===== config.mk =====
export PLATFORM = sky130hd
export DESIGN_NAME = line_follow_steering_controller_top
export DESIGN_NICKNAME = d
export VERILOG_FILES = /design/src/design/lfsc_pkg.sv /design/src/design/lfsc_lookup.sv /design/src/design/lfsc_step.sv /design/src/design/line_follow_steering_controller_top.sv
export SDC_FILE = /design/constraint.sdc
export NUM_CORES = 1
export LEC_CHECK = 0
export BUFFER_PORTS_ARGS = -buffer_cell sky130_fd_sc_hd__buf_4
export CAP_MARGIN = 40
export CELL_PAD_IN_SITES_DETAIL_PLACEMENT = 0
export CELL_PAD_IN_SITES_GLOBAL_PLACEMENT = 2
export CORE_ASPECT_RATIO = 0.5
export CORE_MARGIN = 5
export CORE_UTILIZATION = 38
export CTS_CLUSTER_DIAMETER = 50
export DETAILED_ROUTE_END_ITERATION = 16
export GPL_ROUTABILITY_DRIVEN = 0
export GPL_TIMING_DRIVEN = 1
export HOLD_SLACK_MARGIN = 0.03
export PLACE_DENSITY = 0.9
export SYNTH_ARGS = -nofsm -noshare
export SYNTH_HDL_FRONTEND = slang
export SYNTH_HIERARCHICAL = 1
export SYNTH_SLANG_ARGS = --single-unit

===== constraint.sdc =====
create_clock -name clk -period 4.7 [get_ports clk]
set_clock_uncertainty 0.05 [all_clocks]
set_input_delay 0.235 -clock clk [delete_from_list [all_inputs] [get_ports clk]]
set_output_delay 0.235 -clock clk [all_outputs]
set_load 0.01 [all_outputs]

===== src/design/lfsc_pkg.sv =====
`default_nettype none

package lfsc_pkg;

	// Widths of the configuration port.
	localparam int CFG_ADDR_W = 2;
	localparam int CFG_DATA_W = 16;

	// Configuration register indexes.
	localparam logic [CFG_ADDR_W-1:0] REG_BASE_SPEED   = 2'd0;
	localparam logic [CFG_ADDR_W-1:0] REG_LOST_LIMIT   = 2'd1;
	localparam logic [CFG_ADDR_W-1:0] REG_REVERSE_MODE = 2'd2;

	// Reset values of the configuration registers.
	localparam logic [6:0]  BASE_SPEED_RST   = 7'd0;
	localparam logic [15:0] LOST_LIMIT_RST   = 16'd100;
	localparam logic        REVERSE_MODE_RST = 1'b0;

	// Request actions.
	localparam logic ACT_TICK  = 1'b0;
	localparam logic ACT_START = 1'b1;

	// Stop codes.
	localparam logic [1:0] STOP_NONE  = 2'd0;
	localparam logic [1:0] STOP_DARK  = 2'd1;
	localparam logic [1:0] STOP_CROSS = 2'd2;

	// Combined sensor word that marks a full crossing.
	localparam logic [15:0] CROSSING_WORD = 16'hFF7F;

	// Drive clamp bounds.
	localparam logic signed [8:0] SPEED_MAX = 9'sd100;
	localparam logic signed [8:0] SPEED_MIN = 9'sd5;

	typedef struct packed {
		logic        action;
		logic [7:0]  row_pattern;
		logic [6:0]  front_pattern;
		logic [15:0] all_pattern;
	} req_t;

	typedef struct packed {
		logic              drive_valid;
		logic signed [7:0] left_drive;
		logic signed [7:0] right_drive;
		logic              motor_halt;
		logic [1:0]        stop_code;
		logic              tracking;
	} rsp_t;

	typedef struct packed {
		logic [6:0]  base_speed;
		logic [15:0] lost_limit;
		logic        reverse_mode;
	} cfg_t;

	// Result of the steering pattern lookup.
	typedef struct packed {
		logic              hit;
		logic signed [7:0] dl;
		logic signed [7:0] dr;
	} steer_t;

endpackage

`default_nettype wire


===== src/design/lfsc_lookup.sv =====
`default_nettype none

module lfsc_lookup (
	input  wire logic [7:0]      row_pattern,
	input  wire logic            reverse_mode,
	output lfsc_pkg::steer_t     steer
);

	localparam int ROW_W = 8;

	logic [ROW_W-1:0] row_rev;
	logic [ROW_W-1:0] gd;

	// Driving backward mirrors the sensor row.
	always_comb begin
		for (int i = 0; i < ROW_W; i++) begin
			row_rev[i] = row_pattern[ROW_W-1-i];
		end
	end

	assign gd = reverse_mode ? row_rev : row_pattern;

	always_comb begin
		steer = '0;
		steer.hit = 1'b1;
		unique case (gd)
			8'hE7: begin
				steer.dl = 8'sd0;
				steer.dr = 8'sd0;
			end
			8'hF7, 8'hF3, 8'hFB: begin
				steer.dl = 8'sd30;
				steer.dr = -8'sd40;
			end
			8'hEF, 8'hCF: begin
				steer.dl = -8'sd40;
				steer.dr = 8'sd30;
			end
			8'hF9, 8'hFD: begin
				steer.dl = 8'sd60;
				steer.dr = -8'sd70;
			end
			8'hFC: begin
				steer.dl = 8'sd60;
				steer.dr = -8'sd90;
			end
			8'hFE: begin
				steer.dl = 8'sd80;
				steer.dr = -8'sd120;
			end
			8'h9F, 8'hDF: begin
				steer.dl = -8'sd70;
				steer.dr = 8'sd60;
			end
			8'h3F, 8'hBF: begin
				steer.dl = -8'sd90;
				steer.dr = 8'sd70;
			end
			8'h7F: begin
				steer.dl = -8'sd120;
				steer.dr = 8'sd80;
			end
			default: begin
				steer.hit = 1'b0;
			end
		endcase
	end

endmodule

`default_nettype wire


===== src/design/lfsc_step.sv =====
`default_nettype none

module lfsc_step (
	input  wire logic             clk,
	input  wire logic             arst_n,
	input  wire logic             en,
	input  wire lfsc_pkg::req_t   req,
	input  wire lfsc_pkg::cfg_t   cfg,
	output lfsc_pkg::rsp_t        rsp
);

	logic              running_q;
	logic [15:0]       crossing_count_q;
	logic signed [8:0] left_target_q;
	logic signed [8:0] right_target_q;

	logic              running_n;
	logic [15:0]       crossing_count_n;
	logic signed [8:0] left_target_n;
	logic signed [8:0] right_target_n;

	lfsc_pkg::steer_t  steer;
	logic              drive;
	logic signed [8:0] base_s;

	function automatic logic signed [7:0] clamp_drive(input logic signed [8:0] v);
		logic signed [8:0] c;
		c = v;
		if (v >= 9'sd0) begin
			if (v > lfsc_pkg::SPEED_MAX) c = lfsc_pkg::SPEED_MAX;
			if (v < lfsc_pkg::SPEED_MIN) c = lfsc_pkg::SPEED_MIN;
		end else begin
			if (v < -lfsc_pkg::SPEED_MAX) c = -lfsc_pkg::SPEED_MAX;
			if (v > -lfsc_pkg::SPEED_MIN) c = -lfsc_pkg::SPEED_MIN;
		end
		return c[7:0];
	endfunction

	lfsc_lookup u_lookup (
		.row_pattern  (req.row_pattern),
		.reverse_mode (cfg.reverse_mode),
		.steer        (steer)
	);

	assign base_s = $signed({2'b00, cfg.base_speed});

	always_comb begin
		running_n        = running_q;
		crossing_count_n = crossing_count_q;
		left_target_n    = left_target_q;
		right_target_n   = right_target_q;
		drive            = 1'b0;
		rsp              = '0;
		if (req.action == lfsc_pkg::ACT_START) begin
			running_n = 1'b1;
		end else if (running_q) begin
			if (req.front_pattern == 7'd0) begin
				running_n     = 1'b0;
				rsp.motor_halt = 1'b1;
				rsp.stop_code  = lfsc_pkg::STOP_DARK;
			end else begin
				drive = 1'b1;
				if (steer.hit) begin
					left_target_n  = base_s + 9'(steer.dl);
					right_target_n = base_s + 9'(steer.dr);
				end else if (req.all_pattern == lfsc_pkg::CROSSING_WORD) begin
					if (crossing_count_q >= cfg.lost_limit) begin
						crossing_count_n = '0;
						running_n        = 1'b0;
						rsp.motor_halt   = 1'b1;
						rsp.stop_code    = lfsc_pkg::STOP_CROSS;
						drive            = 1'b0;
					end else begin
						crossing_count_n = crossing_count_q + 16'd1;
					end
				end else begin
					crossing_count_n = '0;
				end
			end
		end
		if (drive) begin
			rsp.drive_valid = 1'b1;
			rsp.left_drive  = clamp_drive(left_target_n);
			rsp.right_drive = clamp_drive(right_target_n);
		end
		rsp.tracking = running_n;
	end

	always_ff @(posedge clk or negedge arst_n) begin
		if (!arst_n) begin
			running_q        <= 1'b0;
			crossing_count_q <= '0;
			left_target_q    <= '0;
			right_target_q   <= '0;
		end else if (en) begin
			running_q        <= running_n;
			crossing_count_q <= crossing_count_n;
			left_target_q    <= left_target_n;
			right_target_q   <= right_target_n;
		end
	end

endmodule

`default_nettype wire


===== src/design/line_follow_steering_controller_top.sv =====
// Line-follow steering controller.
//
// A request carries one sensor sample (action 0) or a start command
// (action 1). Each accepted request produces exactly one response with the
// clamped wheel speeds, the halt flag, the stop code and the tracking flag.
// Both channels use valid/ready; the configuration port is a plain write
// port (cfg_wr_en, cfg_addr, cfg_wdata) that takes effect at once and must
// only be written while no request is in flight.
//
// A request is registered on acceptance into the input register; its
// decision is then computed from the state registers and loaded into the
// response register once that register is empty or being drained.
// The block takes one request per cycle; the only limit is the response
// register, which is loaded whenever it is empty or being drained.
// When the receiver stalls, the response holds, the input register fills,
// and req_ready drops until rsp_ready returns.
// Reset clears the running flag, the crossing counter and both wheel
// targets, and loads base speed 0, crossing limit 100 and forward driving.
`default_nettype none

module line_follow_steering_controller_top (
	input  wire logic                               clk,
	input  wire logic                               arst_n,
	input  wire logic                               req_valid,
	output logic                                    req_ready,
	input  wire lfsc_pkg::req_t                     req,
	output logic                                    rsp_valid,
	input  wire logic                               rsp_ready,
	output lfsc_pkg::rsp_t                          rsp,
	input  wire logic                               cfg_wr_en,
	input  wire logic [lfsc_pkg::CFG_ADDR_W-1:0]    cfg_addr,
	input  wire logic [lfsc_pkg::CFG_DATA_W-1:0]    cfg_wdata
);

	// Configuration registers.
	lfsc_pkg::cfg_t cfg_q;

	// Input stage.
	logic           req_valid_s1;
	lfsc_pkg::req_t req_s1;

	// Output stage.
	logic           rsp_valid_s2;
	lfsc_pkg::rsp_t rsp_s2;

	lfsc_pkg::rsp_t rsp_next;
	logic           advance;

	// The held request moves on whenever the response slot is free or drained.
	assign advance   = req_valid_s1 && (!rsp_valid_s2 || rsp_ready);
	assign req_ready = !req_valid_s1 || advance;

	always_ff @(posedge clk or negedge arst_n) begin
		if (!arst_n) begin
			cfg_q.base_speed   <= lfsc_pkg::BASE_SPEED_RST;
			cfg_q.lost_limit   <= lfsc_pkg::LOST_LIMIT_RST;
			cfg_q.reverse_mode <= lfsc_pkg::REVERSE_MODE_RST;
		end else if (cfg_wr_en) begin
			unique case (cfg_addr)
				lfsc_pkg::REG_BASE_SPEED:   cfg_q.base_speed   <= cfg_wdata[6:0];
				lfsc_pkg::REG_LOST_LIMIT:   cfg_q.lost_limit   <= cfg_wdata[15:0];
				lfsc_pkg::REG_REVERSE_MODE: cfg_q.reverse_mode <= cfg_wdata[0];
				default: begin
				end
			endcase
		end
	end

	always_ff @(posedge clk or negedge arst_n) begin
		if (!arst_n) begin
			req_valid_s1 <= 1'b0;
		end else if (req_ready) begin
			req_valid_s1 <= req_valid;
		end
	end

	always_ff @(posedge clk) begin
		if (req_ready && req_valid) begin
			req_s1 <= req;
		end
	end

	lfsc_step u_step (
		.clk    (clk),
		.arst_n (arst_n),
		.en     (advance),
		.req    (req_s1),
		.cfg    (cfg_q),
		.rsp    (rsp_next)
	);

	always_ff @(posedge clk or negedge arst_n) begin
		if (!arst_n) begin
			rsp_valid_s2 <= 1'b0;
		end else if (advance) begin
			rsp_valid_s2 <= 1'b1;
		end else if (rsp_ready) begin
			rsp_valid_s2 <= 1'b0;
		end
	end

	always_ff @(posedge clk) begin
		if (advance) begin
			rsp_s2 <= rsp_next;
		end
	end

	assign rsp_valid = rsp_valid_s2;
	assign rsp       = rsp_s2;

	// Issued speeds and a halt never appear together.
	a_drive_xor_halt: assert property (@(posedge clk) disable iff (!arst_n)
		rsp_valid |-> !(rsp.drive_valid && rsp.motor_halt))
		else $error("drive and halt issued together");

	// Issued speeds lie inside the clamp windows.
	a_left_clamped: assert property (@(posedge clk) disable iff (!arst_n)
		rsp_valid && rsp.drive_valid |->
			($signed(rsp.left_drive) >= 8'sd5 && $signed(rsp.left_drive) <= 8'sd100) ||
			($signed(rsp.left_drive) <= -8'sd5 && $signed(rsp.left_drive) >= -8'sd100))
		else $error("left drive outside clamp window");

	a_right_clamped: assert property (@(posedge clk) disable iff (!arst_n)
		rsp_valid && rsp.drive_valid |->
			($signed(rsp.right_drive) >= 8'sd5 && $signed(rsp.right_drive) <= 8'sd100) ||
			($signed(rsp.right_drive) <= -8'sd5 && $signed(rsp.right_drive) >= -8'sd100))
		else $error("right drive outside clamp window");

	// A stop always halts the motors and ends tracking.
	a_stop_halts: assert property (@(posedge clk) disable iff (!arst_n)
		rsp_valid && rsp.stop_code != lfsc_pkg::STOP_NONE |->
			rsp.motor_halt && !rsp.tracking)
		else $error("stop without halt");

	// A held request that cannot move on blocks new requests.
	a_full_blocks: assert property (@(posedge clk) disable iff (!arst_n)
		req_valid_s1 && rsp_valid_s2 && !rsp_ready |-> !req_ready)
		else $error("request accepted over a stalled input register");

endmodule

`default_nettype wire


# After elaboration in Yosys (flattened, before gate mapping)
# Cells that the tools add are included.
# op_classes
n_addsub	3
order_cmp	11
eq_ne	18
muxes	37
bitwise	5
reduce_logical	21
# op_table
cell	n
16-bit case mux with 8 select lines	1
8-bit == test (second input constant)	13
8-bit two-way mux	11
9-bit two-way mux	8
16-bit two-way mux	2
8-bit by 8-bit adder with 9-bit output	2
9-bit by 1-bit greater-or-equal comparator with 1-bit output (second input constant)	2
9-bit by 4-bit greater-than comparator with 1-bit output (second input constant)	2
9-bit by 8-bit greater-than comparator with 1-bit output (second input constant)	2
9-bit by 4-bit < comparator with 1-bit output (second input constant)	2
9-bit by 8-bit < comparator with 1-bit output (second input constant)	2
17-bit two-way mux	1
16-bit by 1-bit adder with 16-bit output (second input constant)	1
16-bit == test (second input constant)	1
16-bit greater-or-equal comparator	1
15-bit OR reduction	1
3-bit two-way mux	4
1-bit two-way mux	10
2-bit OR reduction	5
8-bit by 6-bit == test with 1-bit output (second input constant)	1
8-bit by 7-bit == test with 1-bit output (second input constant)	1
7-bit logical NOT	1
2-bit AND reduction	3
1-bit inverter	5
other kinds (10)	13
# word_totals
register_bits	114
in_bits	55
out_inout_bits	23
wordCells	115

# Depth between registers and ports, before layout
# logic_depth
word_depth	14
ltp_mapped	18
mapped_depth_nobuf	14

# By module
# Netlist, hierarchy kept.
# modules_own_cells
mod	n_inst	cells_each	area_per_inst_um2	seq_area_each_um2
lfsc_step	1	435	3457.1	875.8
line_follow_steering_controller_top	1	113	2650.0	2245.9
lfsc_lookup	1	89	594.3	0.0

# Least setup slack after synthesis
# Ideal clock, no wire load.
# synth_timing
path_kind	flip-flop to flip-flop
start	reg, netlist name cfg_q[0]
end	reg rsp_s2 (netlist bit rsp[12]) (data pin)
setup_time_ns	0.142
arrival_ns	3.582
t_required_ns	4.508
setup_slack_ns	0.926
stages_incl_launch_ff	16
n_path_buf	2
period_less_slack_ns	3.774
cell_sequence	dfrtp_1 -> buf_6 -> mux2_1 -> a211o_1 -> or2_4 -> nand3_1 -> ha_1 -> a211oi_1 -> o21bai_1 -> a21oi_1 -> o2111ai_1 -> and2_1 -> buf_6 -> or4b_4 -> a32o_1 -> a21oi_2
# synth_lines
element	line	source
to (signal assigned)	line_follow_steering_controller_top.sv:104	rsp_s2 <= rsp_next;
to (decl)	line_follow_steering_controller_top.sv:44	lfsc_pkg::rsp_t rsp_s2;

==> results by group <==
Outcome
  • Outcome: completed

Drt
  • Drt first pass iters: 5
  • Vias per cell: between 5 and 6
  • Via Count: 5,396
  • Wirelength per Cell: 16.0 um
  • Routed wire length: 16,300 um
  • DRT iter0 DRCs: 405
  • Remaining antenna violation count: 0
  • Final routed DRC violation total: 0

Power
  • Reg power frac: 38.5%
  • Leak Pwr: 3.65 nW
  • Peak supply drop: 0.260 mV
  • P_int: 2.41 mW
  • Net load switching power: 1.13 mW
  • PwrDens: slightly above 400 nW/um^2
  • Net Sw Frac: 31.9%
  • Power share of the clock group: between 30% and 40%
  • Comb pwr share: approximately 27%

STA
  • Min Hold Slack: 0.0518 ns
  • Final hold violation count: 0
  • Fin crit period: 4.29 ns
  • Final setup fails: 0
  • Final period utilization: 91.2%
  • RSZ-0062 raised after global routing: no
  • Slew Limit Fails: 0
  • Setup TNS: 0 ns
  • Worst-margin pin slew: ~0.67 ns
  • Max Clk Rate: roughly 230 MHz
  • Relative slew slack: 55.1%

Synthesis
  • Sequential area share after synthesis: 46.6%
  • Cell area after synthesis: 6700 sq um
  • Ys async rst share: 53.5%
  • Post-synth EDFFs: 53
  • Synth Instances: 637
  • Netlist cell types: 86
  • Main synth FF type: dfrtp_1
  • Synth warn: 6
  • #FFs+latches synth: 114
  • Mapped Avg Cell Area: 10.5 sq um

Worst setup path
  • WS Path Type: flip-flop to flip-flop
  • Worst Setup EP: rsp[12]
  • Reg2Reg Depth: 13
  • R2R setup slack: roughly 0.41 ns
  • Critical Path End Type: flip-flop
  • Worst setup startpoint: cfg_q[0]
  • Worst r2r dst: rsp[12]
  • Crit-path max FO: 27
  • Critical Path RT: 4.92 ns
  • Crit path DAT: 4.50 ns
  • Worst setup SP type: flip-flop
  • RR Startpoint: cfg_q[0]

Finish
  • Share of cells above drive strength 1: 23.6%
  • Register area: 3120 sq um
  • Number of diodes: 0
  • Layout Area Growth over Synthesis: 27.7%
  • FILL cells: around 1,600
  • Final nets: ~850
  • Most common cell after layout, fill and taps aside: buf_4
  • Area occupied by multi-input gates: 3300 sq um
  • Commonest cells after routing, fill and taps aside: buf_4 (86), nand2_1 (59), dfrtp_1 (57)

Floorplan
  • Starting Density: 38.6%
  • Core area: 17,400 sq um
  • Die area: around 21,000 sq um
  • Ports: 78
  • Die Height: around 100 um
  • Die X: 198 um
  • # rows: 34

Clocking
  • Skew-Pair Late Insertion Delay: 0.41 ns
  • CTS Root Cell: clkbuf_16
  • Total CTS buffers: 17
  • H-tree depth: 4
  • CTS max path bufs: 2
  • Clock tree sinks: about 110
  • CTS tree: built
  • Clock-pin slew on the worst setup and hold paths: 0.06 ns

Global route
  • GRT Util Overall: 16.0%
  • Largest net degree at the start of global routing: a little over 60
  • Initial antenna violation count: 2
  • Number of global-route vias before repair: 5,312
  • First-pass GRT wire length: around 27,000 um
  • Global route overflow: 0

Placement
  • Hpwl dp: 11,300 um
  • Port Buffers: 77

Hold path
  • HP Class: input pin to flip-flop

Run
  • Max Cap Violations: 0
[registers in the layout, summed over array words and instances (netlist names)]
register	cells
req_s1	32
rsp_valid	1
req_valid_s1	1
rsp	21
u_step/crossing_count_q	16
u_step/left_target_q	9
u_step/running_q	1
u_step/right_target_q	9
cfg_q	24
[how the worst min path moves through the flow]
stage	start	endpoint	slack, ns	depth (start not counted)
2_1_floorplan	arst_n	cfg_q[0]	-0.11	0
3_3_place_gp	arst_n	u_step/crossing_count_q[8]	0.35	1
3_5_place_dp	arst_n	u_step/crossing_count_q[6]	0.22	2
4_1_cts	cfg_wdata[0]	cfg_q[17]	0.04	2
5_1_grt	cfg_wdata[0]	cfg_q[1]	0.04	2
6_report	cfg_wdata[0]	cfg_q[1]	0.05	2
[cell type report]
cell class                      instances  share of cell area, %
Clock buffer                           17                   4.97
Clock inverter                         15                   1.58
Tap cell                              234                   3.42
Sequential cell                       114                   36.5
Inverter                               31                   1.36
Timing Repair Buffer                  136                   13.6
Multi-Input combinational cell        466                   38.6
[timing repair]
action | in CTS | in global routing
buffers inserted | 0 | 0
hold buffers | 49 | 0
resized for setup | 0 | 1
setup endpoints to repair | 0 | 7
hold endpoints to repair | 112 | 0
[through the flow]
step | instances | worst slack [ns] | power [mW] | util (%) | area [sq um]
floorplan | 638 | 0.926 | 2.01 | - | 6710
global placement | 931 | 0.278 | 2.27 | 43.1 | 7480
detailed placement | 932 | 0.220 | 2.28 | 43.2 | 7500
CTS | 1013 | 0.217 | 3.55 | 49.3 | 8560
global route | 1013 | 0.117 | 3.74 | 49.3 | 8560
finish | 1013 | 0.413 | 3.53 | 49.3 | 8560
[per-layer routing]
| metal | GRT usage (%) | wire length, um |
|---|---|---|
| met5 | 0 | 13 |
| met4 | 5.30 | 221 |
| met3 | 3.59 | 689 |
| met2 | 25.7 | 7660 |
| met1 | 21.6 | 7670 |
[power by group through the flow]
stage,registers (mW),logic (mW),clock network [mW]
5_1_grt,1.39,1.05,1.30
6_report,1.36,0.946,1.23
2_1_floorplan,1.34,0.676,0
3_3_place_gp,1.37,0.896,0
4_1_cts,1.36,0.943,1.25
3_5_place_dp,1.38,0.903,0
[synthesized netlist by cell type, types with 3 or more instances]
master | instances | area [sq um]
nand2_1 | 59 | 221
dfrtp_1 | 58 | 1450
edfxtp_1 | 53 | 1590
o21ai_0 | 41 | 205
nor2_1 | 40 | 150
a21oi_1 | 32 | 160
ha_1 | 31 | 388
inv_1 | 31 | 116
nand3_1 | 24 | 120
mux2_2 | 22 | 248
nand2b_1 | 21 | 131
and3_1 | 14 | 87.6
nand4_1 | 13 | 81.3
xnor2_1 | 13 | 114
mux2_4 | 10 | 150
buf_2 | 8 | 40.0
clkbuf_1 | 8 | 30.0
nand3b_1 | 8 | 60.1
a211oi_1 | 7 | 52.6
a21o_1 | 7 | 52.6
nor3_1 | 7 | 35.0
o31ai_1 | 6 | 45.0
or3_1 | 6 | 37.5
buf_4 | 5 | 37.5
buf_6 | 5 | 56.3
o22ai_1 | 5 | 31.3
a22oi_1 | 4 | 30.0
a31o_2 | 4 | 35.0
mux2i_1 | 4 | 40.0
nor4_1 | 4 | 25.0
or2_2 | 4 | 25.0
a221oi_1 | 3 | 26.3
and2_1 | 3 | 18.8
dfstp_2 | 3 | 78.8
o21a_1 | 3 | 22.5
o21ai_1 | 3 | 15.0
o21bai_1 | 3 | 22.5
[critical path, stage by stage (launching register included)]
cell	delay (ns)
dfrtp_2	0.57
nand3b_1	0.40
a221oi_4	0.47
nand2_2	0.11
nand3_1	0.11
ha_1	0.29
a211oi_1	0.30
o21bai_1	0.11
a21oi_1	0.32
o2111ai_1	0.21
and2_1	0.28
or4b_4	0.58
a32o_1	0.25
a21oi_2	0.11
[logic make-up (layout without fill, tap and decap cells)]
kind of cell	Yosys count	count (layout)	share of synthesized area [%]
adders and majority gates	35	35	6.68
xor gates and xnor gates	15	15	1.96
AOI/OAI and AO/OA	152	152	15.8
buffers and inverters	58	199	4.24
other	1	2	0.0560
muxes	37	37	6.70
and+or+nand+nor	225	225	18.0
DFF	114	114	46.6
No activity file was read; power rests on OpenSTA's default activity.
